### config.mk
export PLATFORM = sky130hd
export DESIGN_NAME = acbs_queue
export DESIGN_NICKNAME = d
export VERILOG_FILES = /design/src/rtl/aes128_ctr_byte_stream_unit_assert.svh /design/src/rtl/acbs_pkg.sv /design/src/rtl/acbs_queue.sv
export SDC_FILE = /design/constraint.sdc
export NUM_CORES = 1
export LEC_CHECK = 0
export CORE_ASPECT_RATIO = 1.75
export CORE_MARGIN = 2
export CORE_UTILIZATION = 40
export CTS_BUF_LIST = sky130_fd_sc_hd__clkbuf_16
export DETAILED_ROUTE_END_ITERATION = 10
export DONT_BUFFER_PORTS = 1
export RECOVER_POWER = 50
export REMOVE_ABC_BUFFERS = 1
export SLEW_MARGIN = 10
export SYNTH_ARGS = -nofsm -noshare
export SYNTH_HDL_FRONTEND = slang
export SYNTH_SLANG_ARGS = --single-unit
### constraint.sdc
create_clock -name clk_i -period 2.88 [get_ports clk_i]
set_input_delay 0.288 -clock clk_i [delete_from_list [all_inputs] [get_ports clk_i]]
set_output_delay 0.288 -clock clk_i [all_outputs]
set_load 0.01 [all_outputs]
### src/rtl/aes128_ctr_byte_stream_unit_assert.svh
// Assertion macros used by the back part of the AES-128 CTR byte stream RTL.
`ifndef AES128_CTR_BYTE_STREAM_UNIT_ASSERT_SVH
`define AES128_CTR_BYTE_STREAM_UNIT_ASSERT_SVH

// Same-cycle implication, disabled while reset is asserted.
`define ACBS_ASSERT_IMP(name, clk, rst_n, ante, cons) \
  name: assert property (@(posedge clk) disable iff (!rst_n) (ante) |-> (cons)) \
    else $error("acbs: same-cycle implication violated");

// Next-cycle implication, disabled while reset is asserted.
`define ACBS_ASSERT_NXT(name, clk, rst_n, ante, cons) \
  name: assert property (@(posedge clk) disable iff (!rst_n) (ante) |=> (cons)) \
    else $error("acbs: next-cycle implication violated");

`endif

### src/rtl/acbs_pkg.sv
// Package with types, constants and AES round functions for the CTR byte stream unit.
package acbs_pkg;

  localparam int QDepth = 4;
  localparam int QIdxW  = $clog2(QDepth);
  localparam int QCntW  = $clog2(QDepth + 1);
  localparam int Rounds = 10;

  typedef enum logic [1:0] {
    CfgKeyHigh = 2'd0,
    CfgKeyLow  = 2'd1,
    CfgIvHigh  = 2'd2,
    CfgIvLow   = 2'd3
  } cfg_idx_e;

  // One queued byte with its frame marker and the front's classification.
  typedef struct packed {
    logic [7:0] data;
    logic       last;
    logic       first;
  } item_t;

  localparam logic [7:0] SBOX [256] = '{
    8'h63,8'h7c,8'h77,8'h7b,8'hf2,8'h6b,8'h6f,8'hc5,8'h30,8'h01,8'h67,8'h2b,8'hfe,8'hd7,8'hab,8'h76,
    8'hca,8'h82,8'hc9,8'h7d,8'hfa,8'h59,8'h47,8'hf0,8'had,8'hd4,8'ha2,8'haf,8'h9c,8'ha4,8'h72,8'hc0,
    8'hb7,8'hfd,8'h93,8'h26,8'h36,8'h3f,8'hf7,8'hcc,8'h34,8'ha5,8'he5,8'hf1,8'h71,8'hd8,8'h31,8'h15,
    8'h04,8'hc7,8'h23,8'hc3,8'h18,8'h96,8'h05,8'h9a,8'h07,8'h12,8'h80,8'he2,8'heb,8'h27,8'hb2,8'h75,
    8'h09,8'h83,8'h2c,8'h1a,8'h1b,8'h6e,8'h5a,8'ha0,8'h52,8'h3b,8'hd6,8'hb3,8'h29,8'he3,8'h2f,8'h84,
    8'h53,8'hd1,8'h00,8'hed,8'h20,8'hfc,8'hb1,8'h5b,8'h6a,8'hcb,8'hbe,8'h39,8'h4a,8'h4c,8'h58,8'hcf,
    8'hd0,8'hef,8'haa,8'hfb,8'h43,8'h4d,8'h33,8'h85,8'h45,8'hf9,8'h02,8'h7f,8'h50,8'h3c,8'h9f,8'ha8,
    8'h51,8'ha3,8'h40,8'h8f,8'h92,8'h9d,8'h38,8'hf5,8'hbc,8'hb6,8'hda,8'h21,8'h10,8'hff,8'hf3,8'hd2,
    8'hcd,8'h0c,8'h13,8'hec,8'h5f,8'h97,8'h44,8'h17,8'hc4,8'ha7,8'h7e,8'h3d,8'h64,8'h5d,8'h19,8'h73,
    8'h60,8'h81,8'h4f,8'hdc,8'h22,8'h2a,8'h90,8'h88,8'h46,8'hee,8'hb8,8'h14,8'hde,8'h5e,8'h0b,8'hdb,
    8'he0,8'h32,8'h3a,8'h0a,8'h49,8'h06,8'h24,8'h5c,8'hc2,8'hd3,8'hac,8'h62,8'h91,8'h95,8'he4,8'h79,
    8'he7,8'hc8,8'h37,8'h6d,8'h8d,8'hd5,8'h4e,8'ha9,8'h6c,8'h56,8'hf4,8'hea,8'h65,8'h7a,8'hae,8'h08,
    8'hba,8'h78,8'h25,8'h2e,8'h1c,8'ha6,8'hb4,8'hc6,8'he8,8'hdd,8'h74,8'h1f,8'h4b,8'hbd,8'h8b,8'h8a,
    8'h70,8'h3e,8'hb5,8'h66,8'h48,8'h03,8'hf6,8'h0e,8'h61,8'h35,8'h57,8'hb9,8'h86,8'hc1,8'h1d,8'h9e,
    8'he1,8'hf8,8'h98,8'h11,8'h69,8'hd9,8'h8e,8'h94,8'h9b,8'h1e,8'h87,8'he9,8'hce,8'h55,8'h28,8'hdf,
    8'h8c,8'ha1,8'h89,8'h0d,8'hbf,8'he6,8'h42,8'h68,8'h41,8'h99,8'h2d,8'h0f,8'hb0,8'h54,8'hbb,8'h16
  };

  localparam logic [7:0] RCON [Rounds] = '{
    8'h01,8'h02,8'h04,8'h08,8'h10,8'h20,8'h40,8'h80,8'h1b,8'h36
  };

  // Byte i of a 128-bit block, byte 0 in the top bits.
  function automatic logic [7:0] byte_at(input logic [127:0] v, input logic [3:0] i);
    return v[{~i, 3'b000} +: 8];
  endfunction

  // Multiplication by x in GF(2^8) with the AES polynomial.
  function automatic logic [7:0] gf_dbl(input logic [7:0] x);
    return {x[6:0], 1'b0} ^ (x[7] ? 8'h1b : 8'h00);
  endfunction

  // Next round key from the previous one.
  function automatic logic [127:0] key_step(input logic [127:0] rk, input logic [7:0] rc);
    logic [31:0] t, q0, q1, q2, q3;
    t  = {SBOX[rk[23:16]] ^ rc, SBOX[rk[15:8]], SBOX[rk[7:0]], SBOX[rk[31:24]]};
    q0 = rk[127:96] ^ t;
    q1 = rk[95:64] ^ q0;
    q2 = rk[63:32] ^ q1;
    q3 = rk[31:0] ^ q2;
    return {q0, q1, q2, q3};
  endfunction

  // One AES round: substitute, shift rows, mix columns unless final, add round key.
  function automatic logic [127:0] aes_round(input logic [127:0] s, input logic [127:0] rk,
                                             input logic final_rnd);
    logic [7:0]   t [16];
    logic [7:0]   m [16];
    logic [7:0]   a0, a1, a2, a3, al;
    logic [127:0] r;
    for (int i = 0; i < 16; i++) begin
      t[i] = SBOX[byte_at(s, 4'(((((i >> 2) + (i & 3)) & 3) << 2) | (i & 3)))];
    end
    for (int c = 0; c < 16; c += 4) begin
      a0 = t[c];
      a1 = t[c + 1];
      a2 = t[c + 2];
      a3 = t[c + 3];
      al = a0 ^ a1 ^ a2 ^ a3;
      m[c]     = final_rnd ? a0 : (a0 ^ al ^ gf_dbl(a0 ^ a1));
      m[c + 1] = final_rnd ? a1 : (a1 ^ al ^ gf_dbl(a1 ^ a2));
      m[c + 2] = final_rnd ? a2 : (a2 ^ al ^ gf_dbl(a2 ^ a3));
      m[c + 3] = final_rnd ? a3 : (a3 ^ al ^ gf_dbl(a3 ^ a0));
    end
    for (int i = 0; i < 16; i++) begin
      r[{~4'(i), 3'b000} +: 8] = m[i] ^ byte_at(rk, 4'(i));
    end
    return r;
  endfunction

endpackage

### src/rtl/acbs_queue.sv
// Front part: accepts input bytes, marks the first byte of each message and queues them.
module acbs_queue import acbs_pkg::*; (
  input  logic       clk_i,
  input  logic       rst_ni,
  input  logic       push_i,
  output logic       ready_o,
  input  logic [7:0] data_i,
  input  logic       last_i,
  output logic       head_vld_o,
  output item_t      head_o,
  input  logic       pop_i
);

  item_t            mem_q [QDepth];
  logic [QIdxW-1:0] wr_q, rd_q;
  logic [QCntW-1:0] cnt_q;
  logic             first_q;
  logic             do_push;

  assign ready_o    = (cnt_q != QCntW'(QDepth));
  assign do_push    = push_i && ready_o;
  assign head_vld_o = (cnt_q != '0);
  assign head_o     = mem_q[rd_q];

  // Storage of queued items.
  always_ff @(posedge clk_i) begin
    if (do_push) begin
      mem_q[wr_q] <= '{data: data_i, last: last_i, first: first_q};
    end
  end

  // Pointers, fill level and message-start tracking.
  always_ff @(posedge clk_i or negedge rst_ni) begin
    if (!rst_ni) begin
      wr_q    <= '0;
      rd_q    <= '0;
      cnt_q   <= '0;
      first_q <= 1'b1;
    end else begin
      if (do_push) begin
        wr_q    <= wr_q + 1'b1;
        first_q <= last_i;
      end
      if (pop_i) begin
        rd_q <= rd_q + 1'b1;
      end
      cnt_q <= cnt_q + QCntW'(do_push) - QCntW'(pop_i);
    end
  end

endmodule

# Word level (Yosys, flattened, before mapping)
# Memories as Yosys holds them, arrays and structs flattened.
# Cells that the tools add are included.
totals:
  ram_bits: 40
  n_memories: 1
  out_inout_bits: 12
  romBits: 0
  latch_bits: 0
  elab_cells: 14
  regBits: 8
op_classes:
  bitwise_logic: 0
  n_lt_le_gt_ge: 0
  mux: 2
  n_eq_ne: 1
  div_mod_pow: 0
  add_sub_neg: 4
  n_mul: 0
  reduce_logical: 2
  shift: 0
memory_table:
  columns: ["name", "depth", "width", "rd", "rd_ports_with_merged_regs", "wr", "line", "text"]
  rows:
  - ["mem_q", 4, 10, 1, 0, 1, "acbs_queue.sv:14", "item_t mem_q [QDepth];"]
ops:
  columns: ["operator", "n"]
  rows:
  - ["$add A2 B1 Y2 const B", 2]
  - ["$add A3 B1 Y3", 1]
  - ["$ne A3 B3 Y1 const B", 1]
  - ["$reduce_bool A3 Y1", 1]
  - ["$sub A3 B1 Y3", 1]
  - ["$mux W1", 2]
  - ["$logic_and A1 B1 Y1", 1]

# Logic depth before layout (Yosys ltp)
# Gate-level depths: netlist of the first run.
depth:
  word_depth: 4
  mapped_depth: 10
  ltp_nobuf: 10

# Worst setup path before layout of the first run
# No wires, ideal clock.
synth_timing:
  path_type: "reg2reg"
  startpoint: "register cnt_q[1]"
  endpoint: "register cnt_q[2]"
  synth_period_minus_slack_ns: 2.053
  path_buffers: 0
  path_slack_ns: 0.827
  arrival_time_ns: 1.924
  path_stages_with_launch: 11
  path_cell_list: "dfrtp_1 -> nor3b_4 -> inv_2 -> nand2_1 -> ha_1 -> inv_1 -> ha_1 -> inv_1 -> fa_1 -> xnor2_1 -> xnor2_1"
synth_between:
  elab_chain_len: 4
synth_lines:
  columns: ["item", "line", "text"]
  rows:
  - ["from (decl)", "acbs_queue.sv:16", "logic [QCntW-1:0] cnt_q;"]
  - ["from (signal assigned)", "acbs_queue.sv:47", "cnt_q <= cnt_q + QCntW'(do_push) - QCntW'(pop_i);"]
  - ["$ne A3 B3 Y1", "acbs_queue.sv:20", "assign ready_o = (cnt_q != QCntW'(QDepth));"]
  - ["net ready_o", "acbs_queue.sv:6", "output logic ready_o,"]
  - ["$logic_and A1 B1 Y1", "acbs_queue.sv:21", "assign do_push = push_i && ready_o;"]
  - ["$add A3 B1 Y3", "acbs_queue.sv:47", null]
  - ["$sub A3 B1 Y3", "acbs_queue.sv:47", null]
# The timed path passes the listed nets, and every way through them passes these cells.
# A chain may end at the register's enable or synchronous reset.

# Worst setup path after layout of the first run
# Same ends and word-level chain as after synthesis.

==> impl_metrics.json, run 1 <==
{
  "ant_nets": 0,
  "endpoint_kind": "flop",
  "drt_wl_total_um": 3000,
  "grt_pass1_wl_um": 4750,
  "path_class": "reg2reg",
  "hp-class": "in2reg",
  "finalNetCount": 123,
  "power.leakage_uw": 0.000748,
  "htreeDepth": 2,
  "cts.sinks": 48,
  "clkTransAtPathRegs_ns": 0.06,
  "clock.fmax_mhz": 416,
  "synth.avg_cell_area_um2": 20.0,
  "tightest_slew_ns": 0.701,
  "p_per_area_mw_per_mm2": 1010,
  "synthAdderAreaFrac": 0.0486,
  "numCtsBuffers": 5,
  "synth.area.mux_share": 0.119,
  "vias_per_cell": 5.45,
  "power_frac_seq": 0.515,
  "dp_hpwl_um": 2050,
  "rsz0062_at_grt": "false",
  "initial_core_util": 0.416,
  "startpoint_type": "flop",
  "clockBufferDepth": 2,
  "io_pins": 25,
  "critPathMaxStageDelay_ns": 0.48,
  "synth-xor-area-share": 0.0179,
  "syn-instance-count": 98,
  "pwr-share-comb": 0.236,
  "gp_congestion": 0.701,
  "path_cells": "nor3b_1 > inv_2 > nand2_1 > ha_1 > inv_1 > ha_1 > inv_1 > fa_1 > xnor2_1 > xnor2_1",
  "hold_violations": 0,
  "final_cell_area_mm2": 0.00214,
  "finalSetupViolCount": 0,
  "syn2layout_area_growth_pct": 9.33,
  "clk_latency_ns": 0.28,
  "yosys_warnings": 0,
  "rows": 33,
  "synth-simple-area-share": 0.0646,
  "hold_buffers": 1,
  "cp_max_fo": 7,
  "grt_remaining_overflow": 0,
  "crit_slowest_cell": "nor3b_1",
  "die_h_um": 96.5,
  "postPlaceCellArea_mm2": 0.00200,
  "ys_seq_area_frac": 0.717,
  "fin_crit_ns": 2.40,
  "dp.cells": 147,
  "cts_resized": 0,
  "fin_cells": 156,
  "fin_crit_sh": 0.834,
  "cp.arrival_ns": 2.56,
  "switching_share": 0.294,
  "cts_setup_buffers": 0,
  "wl_per_cell_um": 19.2,
  "p_switching_uw": 635,
  "final.fill_count": 439,
  "grt_use_total": 0.122,
  "coreArea_mm2": 0.00471,
  "num_vias": 850,
  "pwr-share-clk": 0.248,
  "drtPass1Iterations": 4,
  "drive_gt1_frac": 0.173,
  "yosys.cell_types.count": 22,
  "grt_pass1_vias": 947,
  "root_buffer": "clkbuf_16",
  "die_x_um": 56.9,
  "peakVddDrop_mv": 0.693,
  "status": "finished, final reports clean",
  "dieArea_mm2": 0.00549,
  "relSlewSlack": 0.533,
  "maxCapViolCount": 0,
  "maxSlewViolCount": 0,
  "p_int_uw": 1530,
  "tns_ns": 0,
  "required_ns": 3.04,
  "io_buffers": 0,
  "syn_area_mm2": 0.00196,
  "grt_max_degree": 15,
  "synth_compound_area_frac": 0.0115,
  "ys_ff_latch": 48,
  "drt_iter0_drc": 18,
  "antenna_found_initial": 0,
  "synth_top_family_by_area": "multiplexers",
  "skew_ns": 0.00455,
  "diodes": 0,
  "cts_tree": "done",
  "drc": 0
}
power by group through the flow:
stage | logic, uW | registers, uW | clock network, uW
4_1_cts | 535 | 1130 | 553
6_report | 511 | 1110 | 536
5_1_grt | 564 | 1150 | 585
3_3_place_gp | 519 | 1130 | 0
2_1_floorplan | 448 | 1080 | 0
3_5_place_dp | 532 | 1150 | 0
path summary, 6_finish.rpt:
path,start,end,slack [ns],cells after the start
max,cnt_q[1]$_DFF_PN0_,cnt_q[2]$_DFF_PN0_,0.48,10
min reg2reg,first_q$_DFFE_PN1P_,first_q$_DFFE_PN1P_,0.60,2
min,pop_i,rd_q[0]$_DFFE_PN0P_,0.09,1
min in group asynchronous,rst_ni,wr_q[0]$_DFFE_PN0P_,0.35,1
max reg2reg,cnt_q[1]$_DFF_PN0_,cnt_q[2]$_DFF_PN0_,0.48,10
max in group asynchronous,rst_ni,first_q$_DFFE_PN1P_,2.22,1
routing by layer:
layer  share of wire  up-vias  GRT usage
met1            0.37      437      0.121
met4           0.022        0     0.0581
li1                -      388          -
met5               0        -          0
met2            0.55       21      0.222
met3           0.056        4     0.0453
cells in the mapped netlist (all sizes together):
library cell	count	area share
edfxtp	40	0.61
mux4	10	0.12
dfrtp	7	0.090
ha	6	0.038
inv	6	0.012
and3	4	0.014
nand2	4	0.0077
nand2b	4	0.013
nand4bb	3	0.017
o211ai	3	0.012
xnor2	3	0.013
buf	2	0.0083
clkbuf	1	0.0019
dfstp	1	0.013
fa	1	0.010
nor3b	1	0.0096
or3	1	0.0032
xor2	1	0.0045
flip-flops by register name, indices dropped and copies added, names as in the netlist:
| name | count |
|---|---|
| cnt_q | 3 |
| mem_q | 40 |
| rd_q | 2 |
| first_q | 1 |
| wr_q | 2 |
stage by stage:
| step | power [uW] | utilization | setup WS, ns | hold WS [ns] |
|---|---|---|---|---|
| final | 2160 | 0.455 | 0.477 | 0.0874 |
| after detailed placement | 1680 | 0.425 | 0.694 | -0.00734 |
| after global placement | 1650 | 0.425 | 0.758 | -0.00735 |
| after floorplan | 1530 | - | 0.827 | -0.00759 |
| after CTS | 2220 | 0.457 | 0.685 | 0.0825 |
| after global routing | 2300 | 0.455 | 0.276 | 0.0872 |
logic make-up (layout without fill, tap and decap cells):
group / Yosys count / after routing
flops: 48 / 48
compound gates: 3 / 3
fa+ha+maj: 7 / 7
buf+inv: 9 / 15
xor+xnor: 4 / 4
simple gates: 17 / 17
mux: 10 / 10
worst max-delay path: cells and delay by family, from the launching register on:
kind / cells / cell delay (ns)
XOR/XNOR: 2 / 0.28
adder cells (fa/ha/maj): 3 / 0.71
buffers and inverters: 3 / 0.26
flip-flops: 1 / 0.46
AND/OR/NAND/NOR: 2 / 0.58
layout make-up:
| type | instances | area, um2 | area share |
|---|---|---|---|
| repair buffers | 1 | 10.0 | 0.00468 |
| well taps | 52 | 65.1 | 0.0304 |
| multi-input cells | 41 | 500 | 0.234 |
| flip-flops and latches | 48 | 1400 | 0.656 |
| clock buffers | 5 | 125 | 0.0585 |
| clock inverters | 3 | 13.8 | 0.00643 |
| inverters | 6 | 22.5 | 0.0105 |
layout by cell type (no fill, tap or decap):
cell type / instances
and3_1: 2
and3_2: 2
clkbuf_16: 5
clkinv_1: 1
clkinv_2: 2
dfrtp_1: 7
dfstp_1: 1
dlygate4sd3_1: 1
edfxtp_1: 40
fa_1: 1
ha_1: 6
inv_1: 5
inv_2: 1
mux4_1: 2
mux4_2: 8
nand2_1: 4
nand2b_1: 4
nand4bb_1: 3
nor3b_1: 1
o211ai_1: 3
or3_1: 1
xnor2_1: 3
xor2_1: 1
Note: power is estimated with default switching activity, not from simulation.
==> run 2: changes to the inputs <==
Clock period 2.88 ns to 2.2 ns, I/O delays scaled along.
==> run 2 against run 1 <==
  * Die area unchanged
  * Via count rose by 2.7%
  * Final cell count increased by 3.2%
  * Critical path depth unchanged
  * Sequential power is 27% higher
==> impl_metrics.json, run 2 (synthesis gave the netlist of run 1 again) <==
{
  "status": "finished, final reports clean",
  "drc": 0,
  "hold_end": "rd_q[0]$_DFFE_PN0P_",
  "hp-class": "in2reg",
  "fin_crit_sh": 0.925,
  "gr-max-usage-layer": "met2",
  "dieArea_mm2": 0.00549,
  "path_cells": "nor3b_4 > inv_2 > nand2_1 > ha_1 > inv_1 > ha_1 > inv_1 > fa_1 > xnor2_1 > xnor2_1",
  "grt_util_met1": 0.131,
  "drt_wl_total_um": 3050,
  "reg2reg_depth": 10,
  "grt_pass1_vias": 927,
  "grtUsageMet3": 0.0413,
  "num_vias": 873,
  "crit_slowest_cell": "dfrtp_2",
  "holdWs_ns": 0.0250,
  "finalNetCount": 128,
  "syn2layout_area_growth_pct": 12.1,
  "largest_reg_flops": 40,
  "grt_remaining_overflow": 0,
  "grt_pass1_wl_um": 4850,
  "cp_max_fo": 6,
  "root_buffer": "clkbuf_16",
  "grt_use_total": 0.122,
  "cts.sinks": 48,
  "required_ns": 2.40,
  "numCtsBuffers": 5,
  "final_cell_mix": "edfxtp_1 (40), mux4_2 (8), ha_1 (6), dfrtp_1 (6)",
  "drtPass1Iterations": 4,
  "coreArea_mm2": 0.00471,
  "initial_core_util": 0.416,
  "top_regs": "mem_q x40, cnt_q x3",
  "drive_gt1_frac": 0.229,
  "endpoint_kind": "flop",
  "vias_per_cell": 5.42,
  "die_x_um": 56.9,
  "postPlaceCellArea_mm2": 0.00203,
  "cts_tree": "done",
  "grt_max_degree": 16,
  "path_class": "reg2reg",
  "rr_startpoint": "cnt_q[0]$_DFF_PN0_",
  "top_register": "mem_q",
  "ant_nets": 0,
  "hold_violations": 0,
  "die_h_um": 96.5,
  "peakVddDrop_mv": 0.818,
  "io_pins": 25,
  "tightest_slew_ns": 0.534,
  "antenna_found_initial": 0,
  "layout_setup_ws_ns": 0.165,
  "maxCapViolCount": 0,
  "hold_depth": 1,
  "clock.fmax_mhz": 491,
  "ff2ff_setup_slack_ns": 0.16,
  "cp_num_buf_inv": 3,
  "power.leakage_uw": 0.000769,
  "maxSlewViolCount": 0,
  "dp_slack_ns": 0.152,
  "diodes": 0,
  "worstHoldStart": "pop_i",
  "grt_use_met2": 0.222,
  "dp_hpwl_um": 2140,
  "clk_latency_ns": 0.28,
  "final_cell_area_mm2": 0.00219,
  "gp_congestion": 0.734,
  "clockBufferDepth": 2,
  "fin_crit_ns": 2.04,
  "startpoint_type": "flop",
  "crit_family": "adder cells",
  "layout_commonest_cell": "edfxtp_1",
  "setup.worst_path.start": "cnt_q[0]$_DFF_PN0_",
  "finalSetupViolCount": 0,
  "io_buffers": 0,
  "skew_ns": 0.00386,
  "htreeDepth": 2,
  "cp.arrival_ns": 2.24,
  "p_per_area_mw_per_mm2": 1340,
  "rows": 33,
  "wl_per_cell_um": 19.0,
  "clkTransAtPathRegs_ns": 0.06,
  "relSlewSlack": 0.644,
  "r2r-end": "cnt_q[2]$_DFF_PN0_",
  "drt_iter0_drc": 30,
  "critPathMaxStageDelay_ns": 0.44
}
==> run 2: how the worst max path moves through the flow <==
stage          slack, ns                 end  depth (start not counted)
6_report            0.16  cnt_q[2]$_DFF_PN0_                         10
2_1_floorplan       0.15  cnt_q[2]$_DFF_PN0_                         10
3_3_place_gp        0.23  cnt_q[2]$_DFF_PN0_                         10
4_1_cts             0.13  cnt_q[2]$_DFF_PN0_                         10
5_1_grt          -0.0009  cnt_q[2]$_DFF_PN0_                         10
3_5_place_dp        0.15  cnt_q[2]$_DFF_PN0_                         10
==> run 2: metal layers <==
layer / part of all wire / wire, um
met2: 0.54 / 1640
met4: 0.012 / 36
met3: 0.049 / 149
met1: 0.40 / 1230
met5: 0 / 0
==> run 2: final cells by class <==
| cell class | count | area (um2) |
|---|---|---|
| Multi-Input combinational cell | 41 | 512 |
| Sequential cell | 48 | 1400 |
| Inverter | 6 | 22.5 |
| Fill cell | 417 | 2510 |
| Clock inverter | 3 | 18.8 |
| Clock buffer | 5 | 125 |
| Tap cell | 52 | 65.1 |
| Timing Repair Buffer | 6 | 47.5 |
==> run 2: stage by stage <==
step | setup TNS, ns | power (uW) | utilization | std cells
after floorplan | 0 | 2010 | - | 95
after global placement | 0 | 2220 | 0.432 | 151
after detailed placement | 0 | 2260 | 0.432 | 151
after CTS | 0 | 2980 | 0.464 | 160
after global routing | -0.000856 | 3110 | 0.466 | 161
final | 0 | 2930 | 0.466 | 161
==> run 2: timing repair <==
item / CTS / global route
gates resized for setup: 0 / 1
hold endpoints to repair: 8 / 0
buffers inserted: 0 / 1
hold buffers: 1 / 0
endpoints found under the setup margin: 0 / 1
==> run 2: power by group <==
group	switching (uW)	internal (uW)	total (uW)
clock	298	416	714
combinational	399	407	805
sequential	172	1240	1410
total	869	2070	2930
==> run 3: changes to the inputs <==
Settings changed: CORE_ASPECT_RATIO 1.75 to 1.1.
==> run 3 against run 2 <==
  * Register-to-register slack worse by 0.03 ns
  * Critical path depth is the same
  * Hold slack better by 0.0028 ns
  * Worst setup slack got worse by 0.031 ns
  * Final cell count is 3.1% higher
  * Global-route usage is 0.23 points lower
  * Clock-buffer cell count stayed put
==> impl_metrics.json, run 3 (synthesis gave the netlist of run 1 again) <==
{
  "status": "finished, final reports clean",
  "die_x_um": 70.7,
  "drc": 0,
  "cts.sinks": 48,
  "initial_core_util": 0.418,
  "maxCapViolCount": 0,
  "maxSlewViolCount": 0,
  "final_cell_area_mm2": 0.00224,
  "cp.arrival_ns": 2.26,
  "grt_use_total": 0.119,
  "fin_crit_ns": 2.07,
  "diodes": 0,
  "peakVddDrop_mv": 0.539,
  "top_regs": "mem_q x40, cnt_q x3",
  "ant_nets": 0,
  "top_register": "mem_q",
  "path_class": "reg2reg",
  "postPlaceCellArea_mm2": 0.00203,
  "drive_gt1_frac": 0.300,
  "tns_ns": 0,
  "gp_congestion": 0.760,
  "grt_remaining_overflow": 0,
  "vias_per_cell": 5.25,
  "layout_commonest_cell": "edfxtp_1",
  "hold_violations": 0,
  "power.leakage_uw": 0.000782,
  "cp_common_cell": "inv_2",
  "grt_pass1_vias": 949,
  "hold_depth": 1,
  "grt_max_degree": 14,
  "fin_crit_sh": 0.939,
  "final_cell_mix": "edfxtp_1 (40), mux4_2 (8), buf_4 (7)",
  "finalSetupViolCount": 0,
  "coreArea_mm2": 0.00468,
  "root_buffer": "clkbuf_16",
  "numCtsBuffers": 5,
  "endpoint_kind": "flop",
  "r2r-end": "cnt_q[2]$_DFF_PN0_",
  "rows": 26,
  "drt_wl_total_um": 2980,
  "largest_reg_flops": 40,
  "final_util": 0.479,
  "antenna_found_initial": 0,
  "io_pins": 25,
  "dp_hpwl_um": 2030,
  "htreeDepth": 2,
  "required_ns": 2.39,
  "syn2layout_area_growth_pct": 14.6,
  "clockBufferDepth": 2,
  "skew_ns": 0.00335,
  "worstHoldStart": "pop_i",
  "startpoint_type": "flop",
  "cp_max_fo": 5,
  "hp-class": "in2reg",
  "p_per_area_mw_per_mm2": 1340,
  "clk_latency_ns": 0.28,
  "critPathMaxStageDelay_ns": 0.44,
  "reg2reg_depth": 10,
  "die_h_um": 77.4,
  "clock.fmax_mhz": 484,
  "crit_slowest_cell": "dfrtp_2",
  "hold_end": "rd_q[0]$_DFFE_PN0P_",
  "drtPass1Iterations": 4,
  "finalNetCount": 130,
  "path_cells": "nor3b_4 > inv_2 > nand2_2 > ha_4 > inv_2 > ha_4 > inv_2 > fa_2 > xnor2_2 > xnor2_1",
  "tightest_slew_ns": 0.546,
  "ff2ff_setup_slack_ns": 0.13,
  "rr_startpoint": "cnt_q[0]$_DFF_PN0_",
  "drt_iter0_drc": 44,
  "wl_per_cell_um": 18.0,
  "grt_pass1_wl_um": 4840,
  "clkTransAtPathRegs_ns": 0.06,
  "num_vias": 871,
  "io_buffers": 0,
  "relSlewSlack": 0.636,
  "dieArea_mm2": 0.00547,
  "cts_tree": "done"
}
==> run 3: area by class of cell <==
cell class	instances	area [um2]
repair buffers	8	62.6
well taps	56	70.1
clock buffers	5	125
multi-input cells	41	549
flip-flops and latches	48	1410
fillers	401	2440
clock inverters	2	7.51
inverters	6	22.5
==> run 3: stage by stage <==
| stage | total power [uW] | hold WS [ns] | instances | worst slack [ns] |
|---|---|---|---|---|
| 2_1_floorplan | 2010 | -0.0756 | 95 | 0.147 |
| 3_3_place_gp | 2200 | -0.0754 | 154 | 0.205 |
| 3_5_place_dp | 2250 | -0.0754 | 154 | 0.0873 |
| 4_1_cts | 2940 | 0.0192 | 162 | 0.0711 |
| 5_1_grt | 3190 | 0.0213 | 166 | -0.00557 |
| 6_report | 3000 | 0.0279 | 166 | 0.134 |
==> run 3: critical path, delay by kind of cell, from the launching register on <==
family                   cells  cell delay [ns]
flip-flops                   1             0.44
buffers and inverters        3             0.16
adder cells (fa/ha/maj)      3             0.70
AND/OR/NAND/NOR              2             0.36
XOR/XNOR                     2             0.32
==> run 3: repair_timing <==
action / CTS / global route
setup endpoints to repair: 0 / 1
hold buffers: 1 / 0
resized for setup: 0 / 10
endpoints found under the hold margin: 8 / 0
buffers inserted: 0 / 4
==> run 3: report_power, final <==
part | switching, uW | total, uW | internal [uW] | leakage (uW)
logic | 415 | 881 | 465 | 0.000260
clock network | 283 | 689 | 406 | 0.0000648
registers | 188 | 1430 | 1240 | 0.000457
total | 887 | 3000 | 2120 | 0.000782
==> run 3: worst max path at each step <==
stage,startpoint,endpoint,slack (ns)
6_report,cnt_q[0]$_DFF_PN0_,cnt_q[2]$_DFF_PN0_,0.13
3_3_place_gp,cnt_q[2]$_DFF_PN0_,cnt_q[2]$_DFF_PN0_,0.21
2_1_floorplan,cnt_q[1]$_DFF_PN0_,cnt_q[2]$_DFF_PN0_,0.15
4_1_cts,cnt_q[2]$_DFF_PN0_,cnt_q[2]$_DFF_PN0_,0.07
5_1_grt,cnt_q[0]$_DFF_PN0_,cnt_q[2]$_DFF_PN0_,-0.006
3_5_place_dp,cnt_q[2]$_DFF_PN0_,cnt_q[2]$_DFF_PN0_,0.09
==> run 3: metal layers <==
| metal | routed length [um] | share of wire | GRT usage | vias to the layer above |
|---|---|---|---|---|
| met5 | 0 | 0 | 0 | - |
| met4 | 36 | 0.012 | 0.0509 | 0 |
| met3 | 170 | 0.057 | 0.0403 | 4 |
| met2 | 1550 | 0.52 | 0.192 | 17 |
| met1 | 1220 | 0.41 | 0.147 | 446 |
| li1 | - | - | - | 404 |
