[config.mk]
export PLATFORM = sky130hd
export DESIGN_NAME = acbs_back
export DESIGN_NICKNAME = d
export VERILOG_FILES = /design/src/rtl/acbs_pkg.sv /design/src/rtl/acbs_back.sv
export VERILOG_INCLUDE_DIRS = /design/src /design/src/rtl
export SDC_FILE = /design/constraint.sdc
export NUM_CORES = 1
export LEC_CHECK = 0
export ABC_AREA = 1
export BUFFER_PORTS_ARGS = -buffer_cell sky130_fd_sc_hd__buf_4
export CAP_MARGIN = 0
export CORE_AREA = 10 10 251 253
export CTS_BUF_LIST = sky130_fd_sc_hd__clkbuf_8
export CTS_CLUSTER_DIAMETER = 60
export CTS_CLUSTER_SIZE = 14
export DETAILED_ROUTE_END_ITERATION = 12
export DIE_AREA = 0 0 261 263
export GPL_TIMING_DRIVEN = 0
export HOLD_SLACK_MARGIN = 0.12
export PLACE_DENSITY = 0.65
export SLEW_MARGIN = 10
export SYNTH_ARGS = -nofsm -noshare
export SYNTH_HDL_FRONTEND = slang
export SYNTH_SLANG_ARGS = --single-unit
export TNS_END_PERCENT = 20
[constraint.sdc]
create_clock -name clk_i -period 18 [get_ports clk_i]
set_input_delay 2.7 -clock clk_i [delete_from_list [all_inputs] [get_ports clk_i]]
set_output_delay 2.7 -clock clk_i [all_outputs]
set_load 0.05 [all_outputs]
[src/rtl/aes128_ctr_byte_stream_unit_assert.svh]
// Assertion macros used by the back part of the AES-128 CTR byte stream RTL.
`ifndef AES128_CTR_BYTE_STREAM_UNIT_ASSERT_SVH
`define AES128_CTR_BYTE_STREAM_UNIT_ASSERT_SVH

// Same-cycle implication, disabled while reset is asserted.
`define ACBS_ASSERT_IMP(name, clk, rst_n, ante, cons) \
  name: assert property (@(posedge clk) disable iff (!rst_n) (ante) |-> (cons)) \
    else $error("acbs: same-cycle implication violated");

// Next-cycle implication, disabled while reset is asserted.
`define ACBS_ASSERT_NXT(name, clk, rst_n, ante, cons) \
  name: assert property (@(posedge clk) disable iff (!rst_n) (ante) |=> (cons)) \
    else $error("acbs: next-cycle implication violated");

`endif

[src/rtl/acbs_pkg.sv]
// Package with types, constants and AES round functions for the CTR byte stream unit.
package acbs_pkg;

  localparam int QDepth = 4;
  localparam int QIdxW  = $clog2(QDepth);
  localparam int QCntW  = $clog2(QDepth + 1);
  localparam int Rounds = 10;

  typedef enum logic [1:0] {
    CfgKeyHigh = 2'd0,
    CfgKeyLow  = 2'd1,
    CfgIvHigh  = 2'd2,
    CfgIvLow   = 2'd3
  } cfg_idx_e;

  // One queued byte with its frame marker and the front's classification.
  typedef struct packed {
    logic [7:0] data;
    logic       last;
    logic       first;
  } item_t;

  localparam logic [7:0] SBOX [256] = '{
    8'h63,8'h7c,8'h77,8'h7b,8'hf2,8'h6b,8'h6f,8'hc5,8'h30,8'h01,8'h67,8'h2b,8'hfe,8'hd7,8'hab,8'h76,
    8'hca,8'h82,8'hc9,8'h7d,8'hfa,8'h59,8'h47,8'hf0,8'had,8'hd4,8'ha2,8'haf,8'h9c,8'ha4,8'h72,8'hc0,
    8'hb7,8'hfd,8'h93,8'h26,8'h36,8'h3f,8'hf7,8'hcc,8'h34,8'ha5,8'he5,8'hf1,8'h71,8'hd8,8'h31,8'h15,
    8'h04,8'hc7,8'h23,8'hc3,8'h18,8'h96,8'h05,8'h9a,8'h07,8'h12,8'h80,8'he2,8'heb,8'h27,8'hb2,8'h75,
    8'h09,8'h83,8'h2c,8'h1a,8'h1b,8'h6e,8'h5a,8'ha0,8'h52,8'h3b,8'hd6,8'hb3,8'h29,8'he3,8'h2f,8'h84,
    8'h53,8'hd1,8'h00,8'hed,8'h20,8'hfc,8'hb1,8'h5b,8'h6a,8'hcb,8'hbe,8'h39,8'h4a,8'h4c,8'h58,8'hcf,
    8'hd0,8'hef,8'haa,8'hfb,8'h43,8'h4d,8'h33,8'h85,8'h45,8'hf9,8'h02,8'h7f,8'h50,8'h3c,8'h9f,8'ha8,
    8'h51,8'ha3,8'h40,8'h8f,8'h92,8'h9d,8'h38,8'hf5,8'hbc,8'hb6,8'hda,8'h21,8'h10,8'hff,8'hf3,8'hd2,
    8'hcd,8'h0c,8'h13,8'hec,8'h5f,8'h97,8'h44,8'h17,8'hc4,8'ha7,8'h7e,8'h3d,8'h64,8'h5d,8'h19,8'h73,
    8'h60,8'h81,8'h4f,8'hdc,8'h22,8'h2a,8'h90,8'h88,8'h46,8'hee,8'hb8,8'h14,8'hde,8'h5e,8'h0b,8'hdb,
    8'he0,8'h32,8'h3a,8'h0a,8'h49,8'h06,8'h24,8'h5c,8'hc2,8'hd3,8'hac,8'h62,8'h91,8'h95,8'he4,8'h79,
    8'he7,8'hc8,8'h37,8'h6d,8'h8d,8'hd5,8'h4e,8'ha9,8'h6c,8'h56,8'hf4,8'hea,8'h65,8'h7a,8'hae,8'h08,
    8'hba,8'h78,8'h25,8'h2e,8'h1c,8'ha6,8'hb4,8'hc6,8'he8,8'hdd,8'h74,8'h1f,8'h4b,8'hbd,8'h8b,8'h8a,
    8'h70,8'h3e,8'hb5,8'h66,8'h48,8'h03,8'hf6,8'h0e,8'h61,8'h35,8'h57,8'hb9,8'h86,8'hc1,8'h1d,8'h9e,
    8'he1,8'hf8,8'h98,8'h11,8'h69,8'hd9,8'h8e,8'h94,8'h9b,8'h1e,8'h87,8'he9,8'hce,8'h55,8'h28,8'hdf,
    8'h8c,8'ha1,8'h89,8'h0d,8'hbf,8'he6,8'h42,8'h68,8'h41,8'h99,8'h2d,8'h0f,8'hb0,8'h54,8'hbb,8'h16
  };

  localparam logic [7:0] RCON [Rounds] = '{
    8'h01,8'h02,8'h04,8'h08,8'h10,8'h20,8'h40,8'h80,8'h1b,8'h36
  };

  // Byte i of a 128-bit block, byte 0 in the top bits.
  function automatic logic [7:0] byte_at(input logic [127:0] v, input logic [3:0] i);
    return v[{~i, 3'b000} +: 8];
  endfunction

  // Multiplication by x in GF(2^8) with the AES polynomial.
  function automatic logic [7:0] gf_dbl(input logic [7:0] x);
    return {x[6:0], 1'b0} ^ (x[7] ? 8'h1b : 8'h00);
  endfunction

  // Next round key from the previous one.
  function automatic logic [127:0] key_step(input logic [127:0] rk, input logic [7:0] rc);
    logic [31:0] t, q0, q1, q2, q3;
    t  = {SBOX[rk[23:16]] ^ rc, SBOX[rk[15:8]], SBOX[rk[7:0]], SBOX[rk[31:24]]};
    q0 = rk[127:96] ^ t;
    q1 = rk[95:64] ^ q0;
    q2 = rk[63:32] ^ q1;
    q3 = rk[31:0] ^ q2;
    return {q0, q1, q2, q3};
  endfunction

  // One AES round: substitute, shift rows, mix columns unless final, add round key.
  function automatic logic [127:0] aes_round(input logic [127:0] s, input logic [127:0] rk,
                                             input logic final_rnd);
    logic [7:0]   t [16];
    logic [7:0]   m [16];
    logic [7:0]   a0, a1, a2, a3, al;
    logic [127:0] r;
    for (int i = 0; i < 16; i++) begin
      t[i] = SBOX[byte_at(s, 4'(((((i >> 2) + (i & 3)) & 3) << 2) | (i & 3)))];
    end
    for (int c = 0; c < 16; c += 4) begin
      a0 = t[c];
      a1 = t[c + 1];
      a2 = t[c + 2];
      a3 = t[c + 3];
      al = a0 ^ a1 ^ a2 ^ a3;
      m[c]     = final_rnd ? a0 : (a0 ^ al ^ gf_dbl(a0 ^ a1));
      m[c + 1] = final_rnd ? a1 : (a1 ^ al ^ gf_dbl(a1 ^ a2));
      m[c + 2] = final_rnd ? a2 : (a2 ^ al ^ gf_dbl(a2 ^ a3));
      m[c + 3] = final_rnd ? a3 : (a3 ^ al ^ gf_dbl(a3 ^ a0));
    end
    for (int i = 0; i < 16; i++) begin
      r[{~4'(i), 3'b000} +: 8] = m[i] ^ byte_at(rk, 4'(i));
    end
    return r;
  endfunction

endpackage

[src/rtl/acbs_back.sv]
// Back part: keystream buffering, counter stepping, byte XOR and output register.
module acbs_back import acbs_pkg::*; (
  input  logic         clk_i,
  input  logic         rst_ni,
  input  logic         head_vld_i,
  input  item_t        head_i,
  output logic         pop_o,
  input  logic [127:0] cfg_key_i,
  input  logic [127:0] cfg_iv_i,
  output logic         eng_start_o,
  output logic [127:0] eng_key_o,
  output logic [127:0] eng_ctr_o,
  input  logic         eng_busy_i,
  input  logic         eng_done_i,
  input  logic [127:0] eng_result_i,
  output logic         out_vld_o,
  input  logic         out_rdy_i,
  output logic [7:0]   out_data_o,
  output logic         out_last_o
);

  `include "aes128_ctr_byte_stream_unit_assert.svh"

  logic [127:0] key_q, key_d, ctr_q, ctr_d;
  logic [127:0] cur_ks_q, cur_ks_d, nxt_ks_q, nxt_ks_d;
  logic         cur_vld_q, cur_vld_d, nxt_vld_q, nxt_vld_d;
  logic         in_msg_q, in_msg_d;
  logic [3:0]   pos_q, pos_d;
  logic         out_vld_q, out_vld_d, out_last_q, out_last_d;
  logic [7:0]   out_data_q, out_data_d;
  logic         start_msg, consume, out_free, run_next;

  // Message start, byte consumption and keystream block hand-over.
  always_comb begin
    key_d      = key_q;
    ctr_d      = ctr_q;
    cur_ks_d   = cur_ks_q;
    nxt_ks_d   = nxt_ks_q;
    cur_vld_d  = cur_vld_q;
    nxt_vld_d  = nxt_vld_q;
    in_msg_d   = in_msg_q;
    pos_d      = pos_q;
    out_vld_d  = out_vld_q;
    out_data_d = out_data_q;
    out_last_d = out_last_q;

    start_msg = head_vld_i && head_i.first && !in_msg_q;
    out_free  = !out_vld_q || out_rdy_i;
    consume   = head_vld_i && in_msg_q && cur_vld_q && out_free;
    run_next  = in_msg_q && !eng_busy_i && !(cur_vld_q && nxt_vld_q);

    eng_start_o = start_msg || run_next;
    eng_key_o   = start_msg ? cfg_key_i : key_q;
    eng_ctr_o   = start_msg ? cfg_iv_i : ctr_q;

    if (start_msg) begin
      key_d     = cfg_key_i;
      ctr_d     = cfg_iv_i + 128'd1;
      in_msg_d  = 1'b1;
      cur_vld_d = 1'b0;
      nxt_vld_d = 1'b0;
      pos_d     = '0;
    end else if (run_next) begin
      ctr_d = ctr_q + 128'd1;
    end

    // Output register takes a new transfer when free.
    if (consume) begin
      out_vld_d  = 1'b1;
      out_data_d = head_i.data ^ byte_at(cur_ks_q, pos_q);
      out_last_d = head_i.last;
      pos_d      = pos_q + 4'd1;
      if (head_i.last) begin
        in_msg_d  = 1'b0;
        cur_vld_d = 1'b0;
        nxt_vld_d = 1'b0;
      end else if (pos_q == 4'hf) begin
        cur_ks_d  = nxt_ks_q;
        cur_vld_d = nxt_vld_q;
        nxt_vld_d = 1'b0;
      end
    end else if (out_rdy_i) begin
      out_vld_d = 1'b0;
    end

    // A finished block fills the first free buffer while the message runs and is not ending now.
    if (eng_done_i && in_msg_q && !(consume && head_i.last)) begin
      if (!cur_vld_d) begin
        cur_ks_d  = eng_result_i;
        cur_vld_d = 1'b1;
      end else begin
        nxt_ks_d  = eng_result_i;
        nxt_vld_d = 1'b1;
      end
    end
  end

  assign pop_o = consume;

  always_ff @(posedge clk_i) begin
    key_q      <= key_d;
    ctr_q      <= ctr_d;
    cur_ks_q   <= cur_ks_d;
    nxt_ks_q   <= nxt_ks_d;
    out_data_q <= out_data_d;
    out_last_q <= out_last_d;
  end

  always_ff @(posedge clk_i or negedge rst_ni) begin
    if (!rst_ni) begin
      cur_vld_q <= 1'b0;
      nxt_vld_q <= 1'b0;
      in_msg_q  <= 1'b0;
      pos_q     <= '0;
      out_vld_q <= 1'b0;
    end else begin
      cur_vld_q <= cur_vld_d;
      nxt_vld_q <= nxt_vld_d;
      in_msg_q  <= in_msg_d;
      pos_q     <= pos_d;
      out_vld_q <= out_vld_d;
    end
  end

  assign out_vld_o  = out_vld_q;
  assign out_data_o = out_data_q;
  assign out_last_o = out_last_q;

  `ACBS_ASSERT_IMP(a_nxt_needs_cur, clk_i, rst_ni, nxt_vld_q, cur_vld_q)
  `ACBS_ASSERT_IMP(a_no_spill, clk_i, rst_ni, eng_done_i && in_msg_q, !(cur_vld_q && nxt_vld_q))
  `ACBS_ASSERT_NXT(a_start_clears, clk_i, rst_ni, start_msg, in_msg_q && !cur_vld_q && pos_q == 4'd0)
  `ACBS_ASSERT_IMP(a_stall_no_consume, clk_i, rst_ni, out_vld_q && !out_rdy_i, !consume)

endmodule

* Word level (Yosys, flattened, before mapping)
Index checks and enable logic that the tools add are counted.
** Storage, ports and cells
- Word-level logic and storage cells :: 67
- Register bits after elaboration :: 529
- Output and inout bits :: 268
** Cells by class
- Reduce and logical (&&, ||, !) cells :: 22
- Eq/ne operators :: 1
- Multiplexer cells :: 27
- Add/subtract/negate cells :: 3
- Bitwise operators :: 2
- Shift-type cells :: 1
** Operator list (number)
- $mux 128 :: 9
- $add 128x1->128 const B :: 2
- $shiftx 128x8->8 :: 1
- $mux 1 :: 16
- $logic_and 1x1->1 :: 11
- $mux 4 :: 2
- $xor 8x8->8 :: 1
- $reduce_bool 2->1 :: 3
- $logic_not 1->1 :: 5
- $add 4x1->4 const B :: 1
- $eq 4x4->1 const B :: 1
- $not 4->4 :: 1
- $logic_or 1x1->1 :: 2
- $reduce_and 2->1 :: 1

* Depth between registers and ports, before layout
Gate-level depths: netlist of the first run.
- Depth in word-level cells :: 8
- Mapped depth :: 16
- Gate-level depth less buffers :: 15

* Worst setup path before layout of the first run
OpenSTA, ideal clock, no wires.
- Path kind :: input to register
- Start :: input head_vld_i
- End :: register nxt_ks_q[0] (enable)
- Data required time :: 17381 ps
- Path buffers :: 1
- Arrival :: 9273 ps
- Slack :: 8108 ps
- Setup time :: 619 ps
- Cell stages on the path :: 7
- Path through :: buf_4 nand3_1 nor2_4 nand3_1 o21ai_1 inv_1 nor2_1
** On the way
- Word-level cells in the longest chain between the ends :: 7
** Ends and longest elaborated chain
- from (decl) :: RTL line acbs_back.sv:5 : input logic head_vld_i,
- $logic_and 1x1->1 (*) (3 in a row) :: RTL line acbs_back.sv:49 : consume = head_vld_i && in_msg_q && cur_vld_q && out_free;
- named net pop_o :: RTL line acbs_back.sv:7 : output logic pop_o,
- $logic_and 1x1->1 :: RTL line acbs_back.sv:87 : if (eng_done_i && in_msg_q && !(consume && head_i.last)) begin
- $logic_not 1->1 :: RTL line acbs_back.sv:87
- $logic_and 1x1->1 :: RTL line acbs_back.sv:87
- $reduce_and 2->1 (no source line) (*)
- to (signal assigned) :: RTL line acbs_back.sv:104 : nxt_ks_q <= nxt_ks_d;
- to (decl) :: RTL line acbs_back.sv:25 : logic [127:0] cur_ks_q, cur_ks_d, nxt_ks_q, nxt_ks_d;
The timed path passes the listed nets; every way through them passes the cells marked *.
A chain may end at the register's enable or synchronous reset.

* Worst setup path in the final report of the first run
- Start :: input head_vld_i
- End :: output eng_key_o[117]
** On the way
- Word-level cells in the longest chain between the ends :: 3
** Ends and longest elaborated chain
- $logic_and 1x1->1 (2 in a row) :: RTL line acbs_back.sv:47 : start_msg = head_vld_i && head_i.first && !in_msg_q;
- $mux 128
- to (decl) :: RTL line acbs_back.sv:11 : output logic [127:0] eng_key_o,
Every way passes these cells.

==> impl_results.md, run 1 <==
- Maximum number of pins on one net before global-route repair: 53
- Wire length of the first global-routing pass: 170000 microns
- Share of power burned in registers: 33.6%
- Width of the die: 261 microns
- Height of the chip: 263 microns
- Most frequent cell on the critical path: sky130_fd_sc_hd__nand2_1
- Part of the Yosys area used for sequential elements: 52.3%
- Routed wire length: 119000 microns
- Area of the die: 68600 sq um
- Synthesized Nets: 3749
- Final Skew: 0.0447 ns
- Arrival @ worst endpoint: 5.98 ns
- Cell type with the largest total area after synthesis: sky130_fd_sc_hd__edfxtp_1
- Worst min-delay path class: register to register
- Post-CTS Hold Buffers: 0
- Buffers inserted during post-CTS setup optimization: 0
- Hold Path Cell Cnt: 2
- Synth-to-Final Area Change: 27.7%
- Worst R2R Start: in_msg_q
- Number of buffers inserted by port buffering: 665
- Max-cap violations: 0
- Max Slew Vio Count: 0
- Maximum buffer depth of the clock tree: 3
- Top-count cell post-synth: sky130_fd_sc_hd__nand2_1
- Leakage power total: 14.7 nW
- Maximum VDD drop: 0.137 mV
- Total overflow reported by the global router: 0
- Library cell contributing the largest single delay on the critical path: sky130_fd_sc_hd__nor2_2
- Family with the most delay on the worst path: buffers and inverters
- DRC violation count after routing: 0
- Vias in the first global route: 25100
- Total count of hold-check failures in the final report: 0
- Count of unique library cells instantiated by Yosys: 39
- Internal Pwr Total: 3.00 mW
- Data required time at the worst endpoint: 15.30 ns
- Placeable Area: 58200 sq um
- Root Driver: sky130_fd_sc_hd__clkbuf_8
- Proportion of netlist area held by the largest area contributor: 31.4%
- Post-Route Setup TNS: 0 ns
- Synth Instances: 3347
- Peak per-stage delay on the critical path: 0.82 ns
- Status: complete, no violations
- Stages on the worst setup path: 9
- FF-to-FF End: ctr_q[126]
- Number of nets with antenna violations after routing: 0
- TritonCTS sink count: 529
- Crit path kind: input port to primary output
- DR iter-0 viols: 2587
- Number of gates given a new drive strength after cts: 0
- Synth Flop Type: sky130_fd_sc_hd__edfxtp_1
- Post-route fraction of the period consumed by the critical path: 48.2%
- CP bufs+invs: 5
- Ordered list of cells on the worst path: buf_4, nand2_1, nor2_2, buf_2, clkbuf_1, clkbuf_1, nand2_1, nand2_1, buf_4
- Mapped Avg Cell Area: 7.58 sq um
- Number of levels in the clock H-tree: 2
- Placement Rows: 89
- Tmin final: 8.68 ns
- Initial antenna violation count: 14
- Main area contributors after synthesis: sky130_fd_sc_hd__edfxtp_1, sky130_fd_sc_hd__nand2_1, sky130_fd_sc_hd__dfxtp_1, sky130_fd_sc_hd__nor2_1, sky130_fd_sc_hd__a31oi_1
- Number of top-level pins: 668
- CTS tree: done
- Count of placed standard cells including taps: 4792
- Fin worst setup slack: 9.32 ns
- Flip-flop and latch count after synthesis: 529
- Total track usage: 33.4%
- Minimum setup slack after placement: 9.28 ns
- Clock-pin slew on the worst setup and hold paths: 0.09 ns
- Startpoint types: input port
- First-pass iteration count of the detailed router: 8
- EDFF count, synth: 265
- Layout cell share with drive strength beyond 1: 20.9%
- Synth cell count leaders: sky130_fd_sc_hd__nand2_1, sky130_fd_sc_hd__nor2_1, sky130_fd_sc_hd__edfxtp_1
- Inserted Clock Buffers: 46
- Placed wire-length estimate after detailed placement: 98000 microns
- Maximum fanout count along the critical path: 10
- Nature of the critical path endpoint: primary output
- Power, Total: 6.08 mW
- Yosys warning total: 0
- Hold Path Origin: key_q[96]
- Sw Ratio: 50.7%
- Maximum achievable frequency: 115 MHz
- Number of fill cells in the layout: 5852
- NetSw: 3.09 mW
- Number of vias per cell after detailed routing: 5.28
- Post-Layout Cell Count: 4884
- Clock Power Share: 11.5%
- Transition time of the tightest slew-check pin: 1.08 ns
- Via count: 25800
- Worst-Skew Late Latency: 0.69 ns
- DR WL/cell: 24.4 microns
- Combinational share of power: 54.9%
- Final setup violation count: 0
- Final RePlAce weighted congestion: 1.04
- Final-stage net count: 4469
- Logic depth of the worst register-to-register path: 13
- Post-synthesis async set-or-reset flop share: 1.51%
- R2R setup slack: 13.48 ns
- Initial core utilization: 43.6%
- Netlist Area Pre-Place: 25400 sq um
- End of the worst hold path: key_q[96]
- RSZ-0062 raised after global routing: false
- Areal power density over the cells: 188 nW/um^2
- Max-slew headroom at the worst pin: 28.0%
- Final design utilization: 55.7%
==> area by class of cell <==
type,instances,area [sq um],share of cell area [%]
inverters,120,450,1.39
clock buffers,50,688,2.12
plain buffers,156,704,2.17
clock inverters,30,171,0.529
well taps,773,967,2.98
diodes,12,30.0,0.0926
repair buffers,672,5160,15.9
flip-flops and latches,529,13300,41.0
multi-input cells,2542,11000,33.8
==> stage by stage <==
| stage | area, sq um | hold slack [ns] |
|---|---|---|
| 6_report | 32400 | 0.459 |
| 5_1_grt | 32400 | 0.474 |
| 4_1_cts | 32400 | 0.461 |
| 3_5_place_dp | 31500 | 0.436 |
| 3_3_place_gp | 31300 | 0.435 |
| 2_1_floorplan | 25400 | 0.448 |
==> worst register-to-register path: stages (launching register included) <==
cell	delay, ns
sky130_fd_sc_hd__dfrtp_1	0.49
sky130_fd_sc_hd__nor2_2	0.87
sky130_fd_sc_hd__o21ai_2	0.33
sky130_fd_sc_hd__inv_1	0.13
sky130_fd_sc_hd__ha_1	0.31
sky130_fd_sc_hd__inv_1	0.18
sky130_fd_sc_hd__nor2_4	0.28
sky130_fd_sc_hd__nand2_1	0.28
sky130_fd_sc_hd__nor2_2	0.37
sky130_fd_sc_hd__nand2_1	0.39
sky130_fd_sc_hd__nor2_2	0.39
sky130_fd_sc_hd__nand2_1	0.10
sky130_fd_sc_hd__nand2_1	0.07
sky130_fd_sc_hd__nand2_1	0.06
==> worst max-delay path by stage <==
stage                           to       start  slack (ns)
finish              eng_key_o[117]  head_vld_i        9.32
global route        eng_key_o[117]  head_vld_i        9.23
CTS                 eng_key_o[117]  head_vld_i        9.28
detailed placement  eng_key_o[117]  head_vld_i        9.28
global placement      nxt_ks_q[21]  head_vld_i        5.05
floorplan              nxt_ks_q[0]  head_vld_i        8.11
==> placed cells by master, fill, tap and decap left out, drive strengths merged, types with 8 or more instances in the layout <==
cell type  count
a21oi         17
a31oi        128
buf          746
clkbuf       132
dfrtp          8
dfxtp        256
diode         12
edfxtp       265
inv          143
nand2       1534
nand3         87
nand4        111
nor2         512
o21ai         53
o22ai         11
xnor2         20
xor2          45
==> state kept, by name (all words and copies together), names as in the netlist, 4 cells and up <==
register and flops:
out_data_o 8, cur_ks_q 128, pos_q 4, nxt_ks_q 128
key_q 128, ctr_q 128
==> cell families (layout without fill, tap and decap cells) <==
kind of cell | count (synthesis) | after routing | share of synthesized area (%)
AOI/OAI and AO/OA | 228 | 228 | 5.46
xor gates and xnor gates | 65 | 65 | 2.24
adders and majority gates | 2 | 2 | 0.0986
buffers and inverters | 276 | 1028 | 4.55
DFF | 529 | 529 | 52.3
other | 0 | 12 | 0
and+or+nand+nor | 2247 | 2247 | 35.3
==> routing by layer <==
layer / global-route usage (%) / up-vias / wire length, microns
met5: 0 / - / 27
met4: 14.7 / 4 / 5650
met3: 7.17 / 216 / 9570
met2: 57.4 / 1126 / 58000
met1: 39.5 / 12100 / 45900
li1: - / 12300 / -
==> power groups by stage <==
stage	Sequential, mW	Clock [mW]	Combinational [mW]
final	2.04	0.701	3.34
after global routing	2.09	0.754	3.53
after CTS	2.04	0.712	3.31
after detailed placement	2.06	0	3.30
after global placement	2.11	0	3.25
after floorplan	2.06	0	2.11
Power figures use the tool's default switching activity.
==> inputs of run 2 (changes only) <==
--- a/config.mk
+++ b/config.mk
@@ -17,7 +17,7 @@
 export DIE_AREA = 0 0 261 263
 export GPL_TIMING_DRIVEN = 0
 export HOLD_SLACK_MARGIN = 0.12
-export PLACE_DENSITY = 0.65
+export PLACE_DENSITY = 0.68
 export SLEW_MARGIN = 10
 export SYNTH_ARGS = -nofsm -noshare
 export SYNTH_HDL_FRONTEND = slang
==> constraint.sdc (replaced) <==
create_clock -name clk_i -period 7.85 [get_ports clk_i]
set_input_delay 1.1775 -clock clk_i [delete_from_list [all_inputs] [get_ports clk_i]]
set_output_delay 1.1775 -clock clk_i [all_outputs]
set_load 0.05 [all_outputs]
==> impl_results.md, run 2 (synthesized netlist as in run 1, its figures left out) <==
- Library cell contributing the largest single delay on the critical path: sky130_fd_sc_hd__nor2_2 (unchanged)
- Peak per-stage delay on the critical path: 0.93 ns (was 0.82 ns)
- DR WL/cell: 23.9 microns (was 24.4 microns)
- Area of the die: 68600 sq um (unchanged)
- Placement Rows: 89 (unchanged)
- TritonCTS sink count: 529 (unchanged)
- Ordered list of cells on the worst path: buf_4, nand2_1, nor2_2, buf_2, clkbuf_1, clkbuf_1, nand2_1, nand2_1, buf_4 (unchanged)
- Met3 layer wire length in the routed design: 10300 microns (was 9570 microns)
- Most frequent cell on the critical path: sky130_fd_sc_hd__nand2_1 (unchanged)
- First-pass iteration count of the detailed router: 5 (was 8)
- Initial antenna violation count: 16 (was 14)
- Worst min-delay path class: input port to async pin (was register to register)
- Buffers inserted during post-CTS setup optimization: 0 (unchanged)
- Max Slew Vio Count: 0 (unchanged)
- Width of the die: 261 microns (unchanged)
- Data required time at the worst endpoint: 6.67 ns (was 15.30 ns)
- Transition time of the tightest slew-check pin: 1.24 ns (was 1.08 ns)
- Total track usage: 32.5% (was 33.4%)
- Number of buffers inserted by port buffering: 665 (unchanged)
- Routed wire length: 117000 microns (was 119000 microns)
- Arrival @ worst endpoint: 4.39 ns (was 5.98 ns)
- Maximum number of pins on one net before global-route repair: 62 (was 53)
- Number of nets with antenna violations after routing: 0 (unchanged)
- Number of top-level pins: 668 (unchanged)
- Maximum achievable frequency: 179 MHz
- Minimum setup slack after placement: 2.23 ns (was 9.28 ns)
- Maximum VDD drop: 0.372 mV (was 0.137 mV)
- Placeable Area: 58200 sq um (unchanged)
- Worst-Skew Late Latency: 0.71 ns (was 0.69 ns)
- Tmin final: 5.57 ns
- DRC violation count after routing: 0 (unchanged)
- Areal power density over the cells: 431 nW/um^2 (was 188 nW/um^2)
- Vias in the first global route: 24800 (was 25100)
- Placed wire-length estimate after detailed placement: 95200 microns (was 98000 microns)
- DR iter-0 viols: 2546 (was 2587)
- Status: complete, no violations (unchanged)
- Final design utilization: 55.7% (about the same)
- Total count of hold-check failures in the final report: 0 (unchanged)
- Number of gates given a new drive strength after cts: 0 (unchanged)
- Post-CTS Hold Buffers: 0 (unchanged)
- Post-route fraction of the period consumed by the critical path: 71.0%
- Leakage power total: 14.7 nW (about the same)
- Wire length of the first global-routing pass: 165000 microns (was 170000 microns)
- CTS tree: done (unchanged)
- Clock-pin slew on the worst setup and hold paths: 0.10 ns (was 0.09 ns)
- Leading cell types in the layout, fill and taps excluded: sky130_fd_sc_hd__nand2_1, sky130_fd_sc_hd__buf_4, sky130_fd_sc_hd__nor2_1 (unchanged)
- Number of levels in the clock H-tree: 2 (unchanged)
- Layout cell share with drive strength beyond 1: 20.9% (about the same)
- Uppermost layer routed: met5 (unchanged)
- Total overflow reported by the global router: 0 (unchanged)
- Fin worst setup slack: 2.28 ns (was 9.32 ns)
- Final RePlAce weighted congestion: 1.05 (was 1.04)
- Metal-1 WL: 44300 microns (was 45900 microns)
- Commonest non-fill, non-tap cell in the layout: sky130_fd_sc_hd__nand2_1 (unchanged)
- Maximum buffer depth of the clock tree: 3 (unchanged)
- Crit path kind: input port to primary output (unchanged)
- Routed met2 length: 55900 microns (was 58000 microns)
- Root Driver: sky130_fd_sc_hd__clkbuf_8 (unchanged)
- Initial core utilization: 43.6% (unchanged)
- Via count: 25900 (was 25800)
- Family with the most delay on the worst path: buffers and inverters (unchanged)
- Max-slew headroom at the worst pin: 17.4% (was 28.0%)
- Final Skew: 0.0333 ns (was 0.0447 ns)
- CP bufs+invs: 5 (unchanged)
- Height of the chip: 263 microns (unchanged)
- Nature of the critical path endpoint: primary output (unchanged)
- Final setup violation count: 0 (unchanged)
- Synth-to-Final Area Change: 27.9% (was 27.7%)
- Final-stage net count: 4470 (was 4469)
- Number of vias per cell after detailed routing: 5.30 (was 5.28)
- Max-cap violations: 0 (unchanged)
- Startpoint types: input port (unchanged)
- RSZ-0062 raised after global routing: false (unchanged)
- Inserted Clock Buffers: 48 (was 46)
- Maximum fanout count along the critical path: 10 (unchanged)
[run 2: layout make-up]
type                            count  area (sq um)
Tap cell                          773           967
Antenna cell                       11          27.5
Multi-Input combinational cell   2542         11000
Clock buffer                       48           661
Clock inverter                     35           278
Inverter                          120           450
Buffer                            156           704
Fill cell                        5714         25800
Timing Repair Buffer              671          5130
Sequential cell                   529         13300
[run 2: final timing paths]
path                       depth (start not counted)              to       start  slack, ns
hold reg to reg                                    2       key_q[27]   key_q[27]       0.46
max in group asynchronous                          1       cur_vld_q      rst_ni       7.39
setup / recovery                                   9  eng_key_o[108]  head_vld_i       2.28
min in group clk_i                                 2       key_q[27]   key_q[27]       0.46
setup reg to reg                                  13      ctr_q[126]    in_msg_q       3.23
hold / removal                                     1        pos_q[3]      rst_ni       0.31
[run 2: power by group]
part	internal, mW	switching (mW)
Sequential	4.23	0.455
Combinational	2.00	5.57
Clock	0.691	1.03
Total	6.92	7.06
[run 2: metrics by stage]
| step | cell area [sq um] | hold WS, ns | TNS, ns | power, mW | cells |
|---|---|---|---|---|---|
| final | 32500 | 0.307 | 0 | 14.0 | 4885 |
| after global routing | 32500 | 0.280 | 0 | 14.6 | 4885 |
| after CTS | 32400 | 0.283 | 0 | 13.9 | 4874 |
| after global placement | 31300 | 0.434 | -21.80 | 12.2 | 4785 |
| after detailed placement | 31500 | 0.436 | 0 | 12.2 | 4791 |
| after floorplan | 25400 | 0.448 | 0 | 9.53 | 3347 |
[run 2: worst register-to-register path: stages, from the launching register on]
cell and delay, ns:
sky130_fd_sc_hd__dfrtp_1 0.48, sky130_fd_sc_hd__nor2_2 0.98, sky130_fd_sc_hd__o21ai_2 0.35, sky130_fd_sc_hd__inv_1 0.14, sky130_fd_sc_hd__ha_1 0.34, sky130_fd_sc_hd__inv_1 0.20, sky130_fd_sc_hd__nor2_4 0.29, sky130_fd_sc_hd__nand2_1 0.25
sky130_fd_sc_hd__nor2_2 0.38, sky130_fd_sc_hd__nand2_1 0.36, sky130_fd_sc_hd__nor2_2 0.42, sky130_fd_sc_hd__nand2_1 0.10, sky130_fd_sc_hd__nand2_1 0.06, sky130_fd_sc_hd__nand2_1 0.05
[run 2: per-layer routing]
layer	up-vias	track usage, %
li1	12400	-
met1	11900	38.2
met2	1356	55.1
met3	240	7.46
met4	10	15.9
met5	-	0
